--- src/hdl/bni_sqrt.sv ---
// Pipelined integer square root, one root bit per register stage.
// No package dependencies.
module bni_sqrt #(
    parameter int RW = 18
) (
    input  logic            clk,
    input  logic            en,
    input  logic [2*RW-1:0] x_in,
    output logic [RW-1:0]   root_out
);

    logic [RW+1:0]   rem_reg  [RW];
    logic [RW-1:0]   root_reg [RW];
    logic [2*RW-1:0] x_reg    [RW];

    for (genvar k = 0; k < RW; k++) begin : g_stage
        logic [RW+1:0]   rem_p;
        logic [RW-1:0]   root_p;
        logic [2*RW-1:0] x_p;
        logic [RW+3:0]   cur;
        logic [RW+3:0]   trial;
        logic [RW+3:0]   diff;
        logic            ge;

        if (k == 0) begin : g_first
            assign rem_p  = '0;
            assign root_p = '0;
            assign x_p    = x_in;
        end
        else begin : g_rest
            assign rem_p  = rem_reg[k-1];
            assign root_p = root_reg[k-1];
            assign x_p    = x_reg[k-1];
        end

        assign cur   = {rem_p, x_p[2*RW-1:2*RW-2]};
        assign trial = {2'b00, root_p, 2'b01};
        assign ge    = cur >= trial;
        assign diff  = cur - trial;

        always_ff @(posedge clk)
        begin
            if (en)
            begin
                rem_reg[k]  <= ge ? diff[RW+1:0] : cur[RW+1:0];
                root_reg[k] <= {root_p[RW-2:0], ge};
                x_reg[k]    <= {x_p[2*RW-3:0], 2'b00};
            end
        end
    end

    assign root_out = root_reg[RW-1];

endmodule

--- config.mk ---
export PLATFORM = sky130hd
export DESIGN_NAME = bni_sqrt
export DESIGN_NICKNAME = d
export VERILOG_FILES = /design/src/hdl/bni_sqrt.sv
export SDC_FILE = /design/constraint.sdc
export NUM_CORES = 1
export LEC_CHECK = 0
export ABC_AREA = 1
export BUFFER_PORTS_ARGS = -buffer_cell sky130_fd_sc_hd__buf_2
export CORE_MARGIN = 2
export CORE_UTILIZATION = 60
export CTS_CLUSTER_SIZE = 30
export DETAILED_ROUTE_END_ITERATION = 6
export PLACE_DENSITY = 0.78
export SYNTH_ARGS = -nofsm -noshare
export SYNTH_HDL_FRONTEND = slang
export SYNTH_SLANG_ARGS = --single-unit
--- constraint.sdc ---
create_clock -name clk -period 6 [get_ports clk]
set_input_delay 0.6 -clock clk [delete_from_list [all_inputs] [get_ports clk]]
set_output_delay 0.6 -clock clk [all_outputs]
set_load 0.01 [all_outputs]
# == Word-level counts from Yosys, hierarchy flattened ==
# Memories as Yosys holds them, arrays and structs flattened.
# Cells that the tools add are included.
# totals
n_memories,3
word_cells,59
mem_bits_rw,1296
regBits,0
output_inout_bits,18
in_bits,38
# mem_list
memory,depth,word_bits,read_ports,rd_clocked_by_memory_dff,write_ports,line_no,source
x_reg,18,34,17,0,18,14,logic [2*RW-1:0] x_reg [RW];
rem_reg,18,20,17,0,18,12,logic [RW+1:0] rem_reg [RW];
root_reg,18,18,18,0,18,13,logic [RW-1:0] root_reg [RW];
# op_classes
n_addsub,18
mux,20
magnitude_cmp,18
# op_table
operator,count
$ge A22 B20 Y1,17
$mux W20,18
$sub A20 B20 Y20,17
$sub A2 B1 Y3 const B,1
$ge A2 B1 Y1 const B,1
$mux W1,2

# == Logic depth before layout (Yosys ltp) ==
# Gate-level depths: netlist (run 1).
# An unclocked memory read counts as a cell.
# depth
depth_word,3
depth_mapped,14
mapped_depth_nobuf,14

# == Worst setup path before layout (run 1) ==
# OpenSTA, ideal clock, no wires.
# synth_timing
path_kind,reg-to-reg
startpoint,mem rem_reg[10][3] (netlist bit)
endpoint,"mem rem_reg[11][3] (netlist bit), data pin"
setup_time_ps,257
path_stages_with_launch,12
slack_ps,3962
path_buffers,1
required_ps,5743
synth_period_minus_slack_ps,2038
arrival_ps,1781
path_cell_list,edfxtp_1 -> ha_1 -> nand2_2 -> inv_2 -> nand2_2 -> nand2_2 -> or2_4 -> nand2_4 -> nand2_4 -> nor2_8 -> buf_12 -> o21ai_2
# synth_lines
element,line_no
from (decl),12

==> results of run 1 <==
## power groups by stage
stage | Clock [mW] | Combinational [mW] | Sequential (mW)
after global routing | 5.33 | 3.03 | 7.24
after global placement | 0 | 2.56 | 7.29
after floorplan | 0 | 1.96 | 7.12
after detailed placement | 0 | 2.60 | 7.30
after CTS | 5.13 | 2.63 | 7.19
final | 5.04 | 2.65 | 7.19
## kinds of logic (layout without fill, tap and decap cells)
group	after synthesis	after routing	share of synthesized area
AOI/OAI and AO/OA	364	364	0.0495
DFF	794	794	0.572
adders and majority gates	190	190	0.0571
buffers and inverters	735	908	0.0706
xor gates and xnor gates	149	149	0.0313
and+or+nand+nor	2165	2165	0.219
other	1	1	0.0000900
## through the flow
stage | std cells | area [um2] | hold WS, ns | power [mW] | setup WS, ns
after floorplan | 4398 | 41700 | 0.400 | 9.08 | 3.96
after global placement | 5354 | 42900 | 0.400 | 9.85 | 3.22
after detailed placement | 5354 | 42900 | 0.405 | 9.90 | 3.25
after CTS | 5502 | 45600 | 0.0932 | 15.0 | 3.22
after global routing | 5502 | 45600 | 0.0962 | 15.6 | 3.00
final | 5502 | 45600 | 0.122 | 14.9 | 3.27
## cells in the final DEF (no fill, tap or decap), types with 22 or more instances in the layout
master and n:
nand2_2 30, nand2_1 1339, edfxtp_1 794, nand4_1 46, o21ai_1 22, o21ai_0 108
nor2_1 359, a21oi_1 166, xnor2_1 62, nand3b_1 48, nand3_1 239, clkbuf_16 82
xor2_1 87, ha_1 190, nor3_1 41, inv_1 686, buf_2 54, a21oi_2 24
## final timing paths
kind,startpoint,to,slack (ns),cells after the start
worst max register to register,rem_reg[9][3],rem_reg[10][9],3.27,7
worst max-delay path,rem_reg[9][3],rem_reg[10][9],3.27,7
worst min-delay path,x_in[32],x_reg[0][32],0.12,1
worst min register to register,x_reg[15][30],x_reg[16][32],0.41,0
## final cells by class
type                            count  share of cell area
Timing Repair Buffer               60             0.00818
Tap cell                          931              0.0256
Sequential cell                   794               0.523
Inverter                          700              0.0578
Clock inverter                     56              0.0127
Multi-Input combinational cell   2869               0.327
Clock buffer                       92              0.0459
## layer usage
| layer | global-route usage | vias to the layer above | part of all wire |
|---|---|---|---|
| met5 | 0 | - | 0 |
| met4 | 0.0915 | 0 | 0.035 |
| met3 | 0.0310 | 188 | 0.051 |
| met2 | 0.436 | 838 | 0.50 |
| met1 | 0.315 | 13470 | 0.42 |
| li1 | - | 14654 | - |
==> results.ini, run 1 <==
[outcome]
outcome = complete, no violations

[floorplanning]
chipHeight_um = 268
initial_core_util = 0.606
io_pins = 56
fp.dieArea_um2 = 71600
die_w_um = 268
core_area_um2 = 68700
rows = 96

[logic_synthesis]
syn_area_um2 = 41700
ys_types = 53
ys.flop_type = edfxtp_1
synthCells = 4398
synth_edf_count = 794
synth_most_common_cell = nand2_1
syn_avg_cell_area_um2 = 9.47
synth_fp_nets = 4626
async_reset_ff_frac = 0
yosys_warnings = 0
synth_top_area_frac = 0.572
synth.ff_latch_count = 794
synthTopCellsByArea = edfxtp_1, nand2_1, inv_1, ha_1, nor2_1
synth_top_area_cell = edfxtp_1
synth-seq-area-share = 0.572
synthTopCellsByCount = nand2_1, edfxtp_1, inv_1, nor2_1, nand3_1

[sta]
fmax_mhz = 367
rsz0062_at_grt = no
fin_crit_ns = 2.73
fin_skew_ns = 0.0330
fin_crit_sh = 0.454
worst_pin_slew_ns = 1.11
slew_violations = 0
finalSetupViolations = 0
slew_headroom = 0.259
fin_setup_tns_ns = 0
hold_viol_final = 0

[clock_network]
path_clk_slew_ns = 0.07
cts.sinks = 794
clockRootBuffer = clkbuf_16
post_cts_resized = 0
clock_path_buffers = 3
clk_latency_ns = 0.65
postCtsSetupRepairBufs = 0
cts_made_buffers = 82
cts_tree = done
h-tree-depth = 3
hold_buffers = 0

[worst_setup_path]
cp_cell_sequence = ha_1 -> a21oi_1 -> nand2_1 -> o21ai_1 -> nand3_2 -> inv_1 -> o21ai_0
endpoint_kind = register
cp_num_buf_inv = 1
cpPeakStageDelay_ns = 0.60
critPathMaxFanout = 22
critPathTopFamily = compound AO/OA/AOI/OAI gates
crit_path_start_kind = register
worstPathArrival_ns = 3.07
crit_type = register to register
required_ns = 6.34
cpMaxStageDelayCell = inv_1

[detailed_routing]
drc_errors = 0
drt_iter0_markers = 2631
vias_per_cell = 5.30
via_count = 29150
drt_first_pass_iters = 5
wl_um = 87700
drt.antenna.violating_nets = 0
wl_per_cell_um = 15.9

[power]
comb_power_share = 0.178
p_sw_mw = 4.27
p_clk_frac = 0.339
p_leak_nw = 20.3
p_int_mw = 10.6
switching_share = 0.287
irDropWorstVdd_v = 0.000291
cellPowerDensity_nw_per_um2 = 327
seq_power_share = 0.483

[final_layout]
layout-drive-gt1-share = 0.0694
regArea_um2 = 23800
syn_to_final_growth_pct = 9.36
fin_util = 0.663
diodes = 0
multi_input_area_um2 = 14900
fill_cells = 5362
largest_reg_flops = 317
nets = 4735

[min_path]
hold_class = input port to register

[placed_design]
gp_congestion = 0.934
port_buffers = 55
place.detailed.hpwl_um = 63500

[global_routing]
antenna_found_initial = 0
track_usage = 0.248
grt-ovfl-total = 0
grt_max_degree = 189
grt_pass1_vias = 27926
grt_pass1_wl_um = 141000

[run]
drv_cap = 0

(Power assumes the default switching activity.)
==> inputs of run 2 (changes only) <==
--- a/config.mk
+++ b/config.mk
@@ -5,10 +5,10 @@
 export SDC_FILE = /design/constraint.sdc
 export NUM_CORES = 1
 export LEC_CHECK = 0
-export ABC_AREA = 1
+export ABC_AREA = 0
 export BUFFER_PORTS_ARGS = -buffer_cell sky130_fd_sc_hd__buf_2
 export CORE_MARGIN = 2
-export CORE_UTILIZATION = 60
+export CORE_UTILIZATION = 57
 export CTS_CLUSTER_SIZE = 30
 export DETAILED_ROUTE_END_ITERATION = 6
 export PLACE_DENSITY = 0.78
==> constraint.sdc (replaced) <==
create_clock -name clk -period 2.3 [get_ports clk]
set_input_delay 0.23 -clock clk [delete_from_list [all_inputs] [get_ports clk]]
set_output_delay 0.23 -clock clk [all_outputs]
set_load 0.01 [all_outputs]
==> run 2 against run 1 <==
  * The run now ends with design-rule violations, negative setup slack left
  * Die area down 6.4%
  * Largest power group unchanged
  * Sequential share of layout area decreased by 7.9 points
  * Area after synthesis is 11% lower
  * Combinational power rose to 4.4 times the previous value
  * Largest cell class unchanged
  * Clock-buffer cell count is 9 higher
  * Worst hold slack gained 0.095 ns
  * Non-clock buffer count grew 1002
  * First-iteration DRC count increased by 34%
  * Cell count shrank 12%
  * Via count grew 2.8%
  * Clock power grew to 2.9 times the previous value
  * Fmax is 12% lower
==> results.ini, run 2 <==
[outcome]
outcome = complete, but fails checks
violations = design-rule violations, negative setup slack

[final_layout]
stdcell_count = 4838
final_common_cell = buf_4
final_cell_mix = buf_4, edfxtp_1, inv_1
multi_input_area_um2 = 16300
largest_reg_flops = 317
nets = 4144
final_area_um2 = 53600
syn_to_final_growth_pct = 45.0
fin_util = 0.834
layout-drive-gt1-share = 0.451
fill_cells = 2817
diodes = 0
regArea_um2 = 23800

[logic_synthesis]
synth_edf_count = 794
syn_area_um2 = 37000
yosys_warnings = 0
synth_fp_nets = 3047
synthTopCellsByCount = edfxtp_1, inv_1, ha_1, nor2_1, a21oi_1
synth-seq-area-share = 0.644
synthTopCellsByArea = edfxtp_1, ha_1, xnor2_1, xor2_1, inv_1
synth_top_area_cell = edfxtp_1
syn_avg_cell_area_um2 = 13.1
synth_top_area_frac = 0.644
async_reset_ff_frac = 0
ys.flop_type = edfxtp_1
synth.ff_latch_count = 794
synthCells = 2819
ys_types = 86
synth_most_common_cell = edfxtp_1

[worst_setup_path]
required_ns = 2.71
crit_path_start_kind = register
endpoint_kind = register
cpPeakStageDelay_ns = 0.46
rr_endpoint = rem_reg[3][16]
ff2ff_path_depth = 11
cp_cell_sequence = inv_1 -> ha_1 -> nor2b_1 -> o21ai_2 -> a21boi_1 -> or2_4 -> nor2_4 -> inv_4 -> nand3_4 -> or4_4 -> xnor2_2
r2r_start = root_reg[2][0]
cpMaxStageDelayCell = or4_4
regToRegSetupSlack_ns = -0.79
startpoint = root_reg[2][0]
crit_type = register to register
worstPathArrival_ns = 3.49
endpoint = rem_reg[3][16]
critPathMaxFanout = 3

[global_routing]
grt_pass1_vias = 29123
track_usage = 0.305
grt_pass1_wl_um = 159000
grt_max_degree = 99
antenna_found_initial = 1
grt-ovfl-total = 0

[detailed_routing]
drt.antenna.violating_nets = 0
wl_met2_um = 62700
drt_iter0_markers = 3533
vias_per_cell = 6.19
wl_met1_um = 43900
wl_per_cell_um = 25.7
wl_um = 124000
wl_met3_um = 9110
drt_first_pass_iters = 7
top_layer = met5
drc_errors = 5
via_count = 29953

[power]
p_sw_mw = 13.4
cellPowerDensity_nw_per_um2 = 840
seq_power_share = 0.421
switching_share = 0.297
p_clk_frac = 0.319
comb_power_share = 0.260
p_int_mw = 31.7
p_leak_nw = 21.6
irDropWorstVdd_v = 0.00109
p_total_mw = 45.1

[floorplanning]
io_pins = 56
core_area_um2 = 64300
rows = 93
initial_core_util = 0.575
fp.dieArea_um2 = 67000
die_w_um = 259
chipHeight_um = 259

[clock_network]
cts_tree = done
clk_latency_ns = 0.72
clock_path_buffers = 3
clockRootBuffer = clkbuf_16
cts.sinks = 794
path_clk_slew_ns = 0.11
cts_made_buffers = 82
h-tree-depth = 3

[placed_design]
port_buffers = 55
placedInstanceArea_um2 = 44400
gp_congestion = 0.890
place.detailed.hpwl_um = 58600
pre_cts_slack_ns = -0.401
dp.cells = 4388

[sta]
finalSetupViolations = 324
fin_crit_ns = 3.09
fmax_mhz = 324
slew_headroom = 0.554
slew_violations = 0
fin_skew_ns = 0.0656
rsz0062_at_grt = yes
worst_pin_slew_ns = 0.662
hold_viol_final = 0
fin_crit_sh = 1.34
final.setup.worst_slack_ns = -0.787

[min_path]
hold_class = input port to register

[run]
drv_cap = 0

[run 2: worst min-delay path by stage]
stage / depth (start not counted) / slack, ns / startpoint / end
after global routing: 2 / 0.24 / x_in[10] / x_reg[0][10]
after floorplan: 0 / 0.33 / x_in[0] / x_reg[0][0]
after CTS: 2 / 0.25 / x_in[5] / x_reg[0][5]
final: 2 / 0.22 / x_in[10] / x_reg[0][10]
after detailed placement: 0 / 0.40 / x_reg[10][25] / x_reg[11][27]
after global placement: 0 / 0.40 / x_reg[1][31] / x_reg[2][33]
[run 2: final cells by class]
cell class              count  share of cell area
clock inverters            50              0.0122
well taps                 855              0.0199
clock buffers             101              0.0400
inverters                 237              0.0168
flip-flops and latches    794               0.444
repair buffers           1062               0.164
multi-input cells        1739               0.303
[run 2: per-stage QoR]
stage                     TNS, ns  hold WS, ns
after detailed placement   -52.21        0.405
after global routing      -106.38        0.241
after CTS                  -33.47        0.245
final                      -94.91        0.217
after floorplan             -7.04        0.329
after global placement     -40.65        0.400
[run 2: cell families (layout without fill, tap and decap cells)]
kind of cell	after synthesis	after routing	synth area share
multiplexers	39	39	0.0117
buffers and inverters	287	1450	0.0295
adder cells (fa/ha/maj)	190	190	0.0642
XOR/XNOR	233	233	0.0554
AO/OA/AOI/OAI	574	574	0.0986
flip-flops	794	794	0.644
AND/OR/NAND/NOR	701	702	0.0962
other	1	1	0.000101
[run 2: what timing repair did]
item                                   in CTS  in global routing
setup buffers                             156                128
pin swaps                                 181                171
setup endpoints to repair                 302                324
gates resized for setup                   514                346
endpoints found under the hold margin      47                  0
hold buffers                               38                  0
cloned                                      5                  5
[run 2: power by group through the flow]
stage | sequential [mW] | clock [mW] | combinational (mW)
after floorplan | 18.8 | 0 | 4.69
after global placement | 19.0 | 0 | 8.14
after detailed placement | 19.0 | 0 | 8.44
after CTS | 18.8 | 13.9 | 9.94
after global routing | 19.1 | 14.9 | 12.3
final | 19.0 | 14.4 | 11.7
[run 2: critical path, delay by kind of cell (launching register included)]
kind / cells / cell delay (ns)
AOI/OAI and AO/OA: 2 / 0.53
xor gates and xnor gates: 1 / 0.16
adders and majority gates: 1 / 0.36
buffers and inverters: 2 / 0.19
DFF: 1 / 0.39
and+or+nand+nor: 5 / 1.16
[run 2: per-layer routing]
layer	up-vias	track usage
met5	-	0
met4	2	0.132
met3	638	0.0400
met2	1985	0.543
met1	14608	0.373
li1	12720	-
